<file path="src/hdl/stws_pkg.sv">
// Shared types and constants of the sum tree weighted sampler.
// No dependencies; every module and interface file of the block imports this package.
package stws_pkg;

  // Fixed field widths of the request and result channels.
  localparam int unsigned CMD_W       = 2;
  localparam int unsigned IDX_IN_W    = 10;
  localparam int unsigned DELTA_W     = 32;
  localparam int unsigned WEIGHT_IN_W = 32;
  localparam int unsigned SUM_W       = 48;
  localparam int unsigned ERR_W       = 2;

  // Signed working width for changes, new leaf values and new totals.
  localparam int unsigned CHG_W = SUM_W + 2;

  // Defaults for the top level parameters.
  localparam int unsigned LEAVES_DEF      = 1024;
  localparam int unsigned WEIGHT_BITS_DEF = 32;
  localparam int unsigned NODE_AW_DEF     = $clog2(LEAVES_DEF) + 1;

  typedef enum logic [CMD_W-1:0] {
    CMD_ADD,
    CMD_SET,
    CMD_SAMPLE,
    CMD_PREFIX
  } stws_cmd_e;

  typedef enum logic [ERR_W-1:0] {
    ERR_OK,
    ERR_RANGE,
    ERR_DRAW
  } stws_err_e;

  typedef struct packed {
    stws_cmd_e                  cmd;
    logic [IDX_IN_W-1:0]        leaf_index;
    logic signed [DELTA_W-1:0]  delta;
    logic [WEIGHT_IN_W-1:0]     new_weight;
    logic [SUM_W-1:0]           draw;
    logic [IDX_IN_W-1:0]        prefix_count;
  } stws_req_t;

  typedef struct packed {
    logic [IDX_IN_W-1:0] chosen_leaf;
    logic [SUM_W-1:0]    prefix_sum;
    logic [SUM_W-1:0]    total_sum;
    stws_err_e           error;
  } stws_res_t;

endpackage

</file>
<file path="src/hdl/stws_engine.sv">
// Command sequencer of the sum tree sampler: clears the node memory, walks it
// level by level for updates, samples and prefix sums. Depends on stws_pkg.
module stws_engine import stws_pkg::*; #(
  parameter int unsigned LEAVES      = LEAVES_DEF,
  parameter int unsigned WEIGHT_BITS = WEIGHT_BITS_DEF,
  localparam int unsigned IDX_W      = $clog2(LEAVES),
  localparam int unsigned AW         = IDX_W + 1
) (
  input  logic             clk_i,
  input  logic             rst_ni,
  input  logic             req_valid_i,
  input  stws_req_t        req_i,
  output logic             req_ready_o,
  output logic             res_valid_o,
  output stws_res_t        res_o,
  input  logic             res_ready_i,
  output logic             mem_we_o,
  output logic [AW-1:0]    mem_waddr_o,
  output logic [SUM_W-1:0] mem_wdata_o,
  output logic             mem_re_o,
  output logic [AW-1:0]    mem_raddr_o,
  input  logic [SUM_W-1:0] mem_rdata_i
);

  localparam int unsigned LW = (IDX_W > IDX_IN_W) ? IDX_W : IDX_IN_W;
  localparam logic [LW:0] LEAVES_L = (LW + 1)'(LEAVES);
  localparam logic [IDX_IN_W-1:0] LAST_LEAF = IDX_IN_W'(LEAVES - 1);
  localparam logic signed [CHG_W-1:0] WEIGHT_MAX =
      CHG_W'((64'd1 << WEIGHT_BITS) - 64'd1);
  localparam logic signed [CHG_W-1:0] SUM_MAX = CHG_W'((64'd1 << SUM_W) - 64'd1);

  typedef enum logic [2:0] {
    ST_CLEAR,
    ST_IDLE,
    ST_UPD_LEAF,
    ST_UPD_CHECK,
    ST_UPD_WALK,
    ST_SAMPLE,
    ST_PREFIX,
    ST_DONE
  } state_e;

  state_e                    state_q;
  logic [AW-1:0]             clr_addr_q;
  logic [AW-1:0]             node_q;
  logic [SUM_W-1:0]          x_q;
  logic [SUM_W-1:0]          acc_q;
  logic [SUM_W-1:0]          total_q;
  logic [IDX_W-1:0]          p_q;
  logic signed [CHG_W-1:0]   change_q;
  logic signed [CHG_W-1:0]   leaf_new_q;
  stws_cmd_e                 cmd_q;
  logic signed [DELTA_W-1:0] delta_q;
  logic [WEIGHT_IN_W-1:0]    weight_q;
  stws_res_t                 res_q;

  // Request decode.
  logic [LW-1:0]    leaf_wide;
  logic [LW-1:0]    count_wide;
  logic [IDX_W-1:0] leaf_idx;
  logic [IDX_W-1:0] count_idx;
  logic             upd_refused;
  logic             draw_big;
  logic             count_big;

  assign leaf_wide   = LW'(req_i.leaf_index);
  assign count_wide  = LW'(req_i.prefix_count);
  assign leaf_idx    = leaf_wide[IDX_W-1:0];
  assign count_idx   = count_wide[IDX_W-1:0];
  assign count_big   = {1'b0, count_wide} >= LEAVES_L;
  assign draw_big    = req_i.draw >= total_q;
  assign upd_refused = ({1'b0, leaf_wide} >= LEAVES_L) ||
                       ((req_i.cmd == CMD_SET) &&
                        (CHG_W'(req_i.new_weight) > CHG_W'(WEIGHT_MAX)));

  // Update arithmetic: the leaf value is on the read port in ST_UPD_LEAF.
  logic signed [CHG_W-1:0] leaf_old;
  logic signed [CHG_W-1:0] delta_ext;
  logic signed [CHG_W-1:0] weight_ext;
  logic signed [CHG_W-1:0] change_calc;
  logic signed [CHG_W-1:0] leaf_new_calc;
  logic signed [CHG_W-1:0] new_total;
  logic                    upd_ok;
  logic [AW-1:0]           parent;
  logic                    parent_is_root;

  assign leaf_old      = $signed(CHG_W'(mem_rdata_i));
  assign delta_ext     = CHG_W'(delta_q);
  assign weight_ext    = $signed(CHG_W'(weight_q));
  assign change_calc   = (cmd_q == CMD_ADD) ? delta_ext : weight_ext - leaf_old;
  assign leaf_new_calc = (cmd_q == CMD_ADD) ? leaf_old + delta_ext : weight_ext;
  assign new_total     = $signed(CHG_W'(total_q)) + change_q;
  assign upd_ok        = !leaf_new_q[CHG_W-1] && (leaf_new_q <= WEIGHT_MAX) &&
                         !new_total[CHG_W-1] && (new_total <= SUM_MAX);
  assign parent         = node_q >> 1;
  assign parent_is_root = parent == AW'(1);

  // Downward walk: the left child of node_q is on the read port.
  logic             sel_right;
  logic [AW-1:0]    child;
  logic [SUM_W-1:0] x_next;
  logic [SUM_W-1:0] acc_next;
  logic [LW-1:0]    chosen_wide;

  assign sel_right   = (state_q == ST_SAMPLE) ? (x_q >= mem_rdata_i) : p_q[IDX_W-1];
  assign child       = {node_q[IDX_W-1:0], sel_right};
  assign x_next      = x_q - mem_rdata_i;
  assign acc_next    = acc_q + mem_rdata_i;
  assign chosen_wide = LW'(child[IDX_W-1:0]);

  always_comb begin
    mem_we_o    = 1'b0;
    mem_waddr_o = node_q;
    mem_wdata_o = '0;
    mem_re_o    = 1'b0;
    mem_raddr_o = parent;
    unique case (state_q)
      ST_CLEAR: begin
        mem_we_o    = 1'b1;
        mem_waddr_o = clr_addr_q;
      end
      ST_IDLE: begin
        priority if ((req_i.cmd == CMD_ADD) || (req_i.cmd == CMD_SET)) begin
          mem_raddr_o = {1'b1, leaf_idx};
          mem_re_o    = req_valid_i && !upd_refused;
        end else if (req_i.cmd == CMD_SAMPLE) begin
          mem_raddr_o = AW'(2);
          mem_re_o    = req_valid_i && !draw_big;
        end else begin
          mem_raddr_o = AW'(2);
          mem_re_o    = req_valid_i && !count_big;
        end
      end
      ST_UPD_CHECK: begin
        mem_we_o    = upd_ok;
        mem_wdata_o = leaf_new_q[SUM_W-1:0];
        mem_re_o    = upd_ok && !parent_is_root;
      end
      ST_UPD_WALK: begin
        mem_we_o    = 1'b1;
        mem_wdata_o = mem_rdata_i + change_q[SUM_W-1:0];
        mem_re_o    = !parent_is_root;
      end
      ST_SAMPLE, ST_PREFIX: begin
        mem_re_o    = !child[IDX_W];
        mem_raddr_o = {child[IDX_W-1:0], 1'b0};
      end
      default: begin
      end
    endcase
  end

  always_ff @(posedge clk_i or negedge rst_ni) begin
    if (!rst_ni) begin
      state_q    <= ST_CLEAR;
      clr_addr_q <= '0;
      node_q     <= '0;
      x_q        <= '0;
      acc_q      <= '0;
      total_q    <= '0;
      p_q        <= '0;
      change_q   <= '0;
      leaf_new_q <= '0;
      cmd_q      <= CMD_ADD;
      delta_q    <= '0;
      weight_q   <= '0;
      res_q      <= '0;
    end else begin
      unique case (state_q)
        ST_CLEAR: begin
          clr_addr_q <= clr_addr_q + 1'b1;
          if (&clr_addr_q) begin
            state_q <= ST_IDLE;
          end
        end
        ST_IDLE: begin
          if (req_valid_i) begin
            cmd_q             <= req_i.cmd;
            delta_q           <= req_i.delta;
            weight_q          <= req_i.new_weight;
            x_q               <= req_i.draw;
            p_q               <= count_idx;
            acc_q             <= '0;
            node_q            <= AW'(1);
            res_q.chosen_leaf <= '0;
            res_q.prefix_sum  <= '0;
            res_q.total_sum   <= total_q;
            res_q.error       <= ERR_OK;
            unique case (req_i.cmd)
              CMD_ADD, CMD_SET: begin
                if (upd_refused) begin
                  res_q.error <= ERR_RANGE;
                  state_q     <= ST_DONE;
                end else begin
                  node_q  <= {1'b1, leaf_idx};
                  state_q <= ST_UPD_LEAF;
                end
              end
              CMD_SAMPLE: begin
                if (draw_big) begin
                  res_q.chosen_leaf <= LAST_LEAF;
                  res_q.error       <= ERR_DRAW;
                  state_q           <= ST_DONE;
                end else begin
                  state_q <= ST_SAMPLE;
                end
              end
              CMD_PREFIX: begin
                if (count_big) begin
                  res_q.prefix_sum <= total_q;
                  state_q          <= ST_DONE;
                end else begin
                  state_q <= ST_PREFIX;
                end
              end
            endcase
          end
        end
        ST_UPD_LEAF: begin
          change_q   <= change_calc;
          leaf_new_q <= leaf_new_calc;
          state_q    <= ST_UPD_CHECK;
        end
        ST_UPD_CHECK: begin
          if (upd_ok) begin
            total_q         <= new_total[SUM_W-1:0];
            res_q.total_sum <= new_total[SUM_W-1:0];
            node_q          <= parent;
            state_q         <= parent_is_root ? ST_DONE : ST_UPD_WALK;
          end else begin
            res_q.error <= ERR_RANGE;
            state_q     <= ST_DONE;
          end
        end
        ST_UPD_WALK: begin
          // The root is kept in total_q, so the walk ends below it.
          node_q <= parent;
          if (parent_is_root) begin
            state_q <= ST_DONE;
          end
        end
        ST_SAMPLE: begin
          if (sel_right) begin
            x_q <= x_next;
          end
          node_q <= child;
          if (child[IDX_W]) begin
            res_q.chosen_leaf <= chosen_wide[IDX_IN_W-1:0];
            state_q           <= ST_DONE;
          end
        end
        ST_PREFIX: begin
          if (sel_right) begin
            acc_q <= acc_next;
          end
          p_q    <= p_q << 1;
          node_q <= child;
          if (child[IDX_W]) begin
            res_q.prefix_sum <= sel_right ? acc_next : acc_q;
            state_q          <= ST_DONE;
          end
        end
        ST_DONE: begin
          if (res_ready_i) begin
            state_q <= ST_IDLE;
          end
        end
        default: begin
          state_q <= ST_IDLE;
        end
      endcase
    end
  end

  assign req_ready_o = state_q == ST_IDLE;
  assign res_valid_o = state_q == ST_DONE;
  assign res_o       = res_q;

endmodule

</file>
<file path="config.mk">
export PLATFORM = sky130hd
export DESIGN_NAME = stws_engine
export DESIGN_NICKNAME = d
export VERILOG_FILES = /design/src/hdl/stws_pkg.sv /design/src/hdl/stws_engine.sv
export SDC_FILE = /design/constraint.sdc
export NUM_CORES = 2
export LEC_CHECK = 0
export ABC_CLOCK_PERIOD_IN_PS = 4500
export BUFFER_PORTS_ARGS = -buffer_cell sky130_fd_sc_hd__buf_2
export CORE_MARGIN = 1.5
export CORE_UTILIZATION = 55
export CTS_CLUSTER_DIAMETER = 100
export DETAILED_ROUTE_END_ITERATION = 10
export PLACE_DENSITY = 0.81
export SETUP_SLACK_MARGIN = 0.2
export SLEW_MARGIN = 20
export SYNTH_ARGS = -nofsm -noshare
export SYNTH_HDL_FRONTEND = slang
export SYNTH_SLANG_ARGS = --single-unit
</file>
<file path="constraint.sdc">
create_clock -name clk_i -period 4.5 [get_ports clk_i]
set_clock_uncertainty 0.2 [all_clocks]
set_input_delay 0.225 -clock clk_i [delete_from_list [all_inputs] [get_ports clk_i]]
set_output_delay 0.225 -clock clk_i [all_outputs]
set_load 0.03 [all_outputs]
</file>
==> flow_summary.yaml <==
run_status:
  status: "finished with violations"
  violations: "negative hold slack"
power:
  sw_frac_of_total_pct: 49.2
  comb_power_share_pct: 59.2
  net-switching-power_mw: 14.7
  vdd_ir_drop_max_mv: 0.432
  leakagePower_nw: 20.6
  p_per_area_mw_per_mm2: 696
  pwr-share-clk_pct: 16.3
  power.internal_mw: 15.2
  seq_power_share_pct: 24.5
sta:
  fmax_mhz: 230
  setup_tns_ns: 0
  finalSetupViolations: 0
  final-max-slew-violation-count: 0
  min_period_over_period_pct: 96.8
  relSlewSlack_pct: 27.7
  period_needed_ns: 4.36
  tightest_slew_ns: 1.08
  rsz0062_at_grt: "yes"
  holdWs_ns: -0.0204
  hold_violations: 6
critical_path:
  startpoint_type: "register"
  cp.arrival_ns: 3.93
  end_kind: "output pin"
  ff2ff_path_depth: 14
  cp.required_ns: 4.07
  critPathKind: "register to output pin"
  crit_fanout: 4
clocking:
  clockRootBuffer: "clkbuf_16"
  cts_buffers: 52
  clkTransAtPathRegs_ns: 0.07
  cts_tree: "done"
  cts.sinks: 452
  clock_latency_ns: 0.61
  htreeDepth: 2
  clockBufferDepth: 3
floorplan:
  dieArea_mm2: 0.0674
  die_h_um: 260
  die_x_um: 260
  core_mm2: 0.0648
  fp-row-count: 93
  pin_count: 368
  start_util_pct: 55.9
synthesis:
  synth_ff_type: "dfrtp_1"
  ys_ff_latch: 452
  synth_area_per_cell_um2: 7.97
  synth_edf_count: 0
  seq_area_frac_synth_pct: 31.2
  synth-async-reset-ratio_pct: 100
  yosysUniqueCellTypes: 93
  synth_warnings: 0
  synth_fp_nets: 5057
  netlist_area_mm2: 0.0362
  syn-instance-count: 4545
layout:
  final_cell_area_mm2: 0.0430
  flow.area_growth_from_synthesis_pct: 18.7
  fillers: 5381
  drive_gt1_share_pct: 13.9
  finalNetCount: 5503
  seq_area_mm2: 0.0113
  multi_input_area_mm2: 0.0237
place:
  placed_area_mm2: 0.0390
  place_congestion: 0.983
  io_buffers: 367
  hpwl_mm: 96.7
routing:
  wire_per_inst_um: 21.7
  ant_nets: 0
  first_pass_iters: 5
  totalWireLength_mm: 128
  vias: 36800
  drc: 0
  routed_via_density: 6.24
  drt_first_iter_violations: 3406
global_routing:
  antenna_found_initial: 5
  grt_usage_pct: 37.1
  globalRouteMet3Util_pct: 5.85
  busiest_layer: "met2"
  overflow: 0
  grt_max_degree: 135
  met2_usage_pct: 56.6
  grt_pass1_vias: 34900
  grt_use_met1_pct: 52.7
  grt_pass1_wl_mm: 195
min_path:
  hold_path_class: "input port to asynchronous set/reset pin"
run:
  cap_viol_max_count: 0
==> path summary, 6_finish.rpt <==
| kind | startpoint | endpoint | slack (ns) |
|---|---|---|---|
| max reg2reg | total_q[0]$_DFFE_PN0P_ | res_o[22]$_DFFE_PN0P_ | 0.48 |
| max | total_q[0]$_DFFE_PN0P_ | mem_re_o | 0.14 |
| min in group clk_i | req_i[130] | node_q[8]$_DFFE_PN0P_ | 0.04 |
| min reg2reg | res_o[8]$_DFFE_PN0P_ | res_o[8]$_DFFE_PN0P_ | 0.27 |
| min | rst_ni | p_q[4]$_DFFE_PN0P_ | -0.02 |
| max in group asynchronous | rst_ni | change_q[2]$_DFFE_PN0P_ | 2.85 |
==> cell usage after synthesis, types with 28 or more instances <==
| library cell | count | area share (%) |
|---|---|---|
| o21a_1 | 52 | 1.1 |
| clkbuf_1 | 184 | 1.9 |
| a21oi_1 | 423 | 5.8 |
| dfrtp_1 | 452 | 31 |
| a22o_1 | 41 | 0.99 |
| nor3_1 | 53 | 0.73 |
| o21ai_1 | 30 | 0.41 |
| o211ai_1 | 59 | 1.2 |
| a211oi_1 | 47 | 0.97 |
| nand2_1 | 785 | 8.1 |
| ha_1 | 320 | 11 |
| a21o_1 | 150 | 3.1 |
| inv_1 | 164 | 1.7 |
| o21bai_1 | 41 | 0.85 |
| and3_1 | 49 | 0.85 |
| nand3_1 | 90 | 1.2 |
| nand4_1 | 54 | 0.93 |
| nand2b_1 | 48 | 0.83 |
| xnor2_1 | 131 | 3.2 |
| o21ai_0 | 435 | 6.0 |
| nor2_1 | 297 | 3.1 |
| o31ai_1 | 28 | 0.58 |
| a31oi_1 | 59 | 1.0 |
| xor2_1 | 114 | 2.8 |
| mux2i_1 | 37 | 1.0 |
| nor2b_1 | 33 | 0.57 |
==> repair_timing <==
item / CTS / global route
pin swaps: 14 / 17
cloned: 0 / 0
hold buffers: 154 / 0
endpoints found under the setup margin: 22 / 29
buffers inserted: 13 / 3
hold endpoints to repair: 293 / 0
gates resized for setup: 36 / 55
==> cell usage in the layout, fill, tap and decap left out, types with 14 or more instances in the layout <==
cell and count:
a21o_1 150, a22oi_1 19, a31oi_1 59, buf_4 94, nand2b_1 47, o21a_1 52
nor3_1 51, mux2_2 14, mux2i_1 37, or3_1 18, dlygate4sd3_1 154, inv_1 164
o211ai_1 59, nand2_1 782, o21bai_1 41, o21ai_0 424, and2_1 23, a21oi_1 421
buf_2 357, and3_1 47, mux2_1 26, a211oi_1 41, ha_1 294, and4_1 16
xnor2_1 131, clkbuf_16 53, nor4_1 14, nand4_1 54, dfrtp_1 443, o31ai_1 26
a22o_1 41, ha_2 17, nor2b_1 32, nor2_1 290, nand3_1 90, o21ai_1 37
xor2_1 114
==> metrics by stage <==
stage	setup slack, ns	power (mW)	utilization (%)	instances
floorplan	0.765	19.2	-	4545
CTS	0.145	29.3	66.0	5885
global route	0.0455	31.9	66.3	5891
detailed placement	0.296	24.1	60.2	5622
global placement	0.400	23.8	60.2	5622
finish	0.144	29.9	66.3	5891
==> state kept, by name (all words and copies together), names as in the netlist <==
signal and flops:
acc_q 48, change_q 49, clr_addr_q 11, cmd_q 2, delta_q 32, leaf_new_q 50, node_q 11, p_q 10
res_o 108, state_q 3, total_q 48, weight_q 32, x_q 48
==> logic make-up (layout without fill, tap and decap cells) <==
family / count (synthesis) / after routing / synth area share (%)
xor gates and xnor gates: 245 / 245 / 5.92
and+or+nand+nor: 1520 / 1520 / 18.5
DFF: 452 / 452 / 31.2
other: 0 / 3 / 0
muxes: 77 / 77 / 2.27
adders and majority gates: 326 / 326 / 11.4
buffers and inverters: 391 / 879 / 4.26
AOI/OAI and AO/OA: 1534 / 1534 / 26.4
==> cell type report <==
| class | instances | share of cell area (%) |
|---|---|---|
| sequential | 452 | 26.3 |
| tap | 855 | 2.49 |
| inverter | 165 | 1.44 |
| antenna | 3 | 0.0175 |
| clock buffer | 68 | 3.49 |
| multi-input combinational | 3702 | 55.2 |
| clock inverter | 28 | 1.07 |
| timing repair buffer | 618 | 9.95 |
==> per-layer routing <==
metal,vias to the layer above,share of wire (%)
met1,17400,43
met5,-,0
met3,292,9.8
met2,1890,43
li1,17200,-
met4,0,4.0
==> power by group through the flow <==
stage | logic (mW) | clock network (mW) | registers, mW
6_report | 17.7 | 4.89 | 7.32
5_1_grt | 19.4 | 5.07 | 7.43
4_1_cts | 17.2 | 4.91 | 7.19
3_5_place_dp | 16.8 | 0 | 7.23
3_3_place_gp | 16.7 | 0 | 7.19
2_1_floorplan | 12.0 | 0 | 7.16
==> worst max-delay path: stages (launching register included) <==
cell and delay (ns):
dfrtp_1 0.41, ha_2 0.21, inv_1 0.06, fa_2 0.35, nand2b_4 0.16, a21oi_2 0.16, o211ai_1 0.16, o311ai_2 0.40
nand2_1 0.14, o31a_1 0.33, and4_4 0.19, o31ai_2 0.18, buf_4 0.17, o221ai_1 0.15, buf_4 0.25
Note: power is estimated with default switching activity, not from simulation.
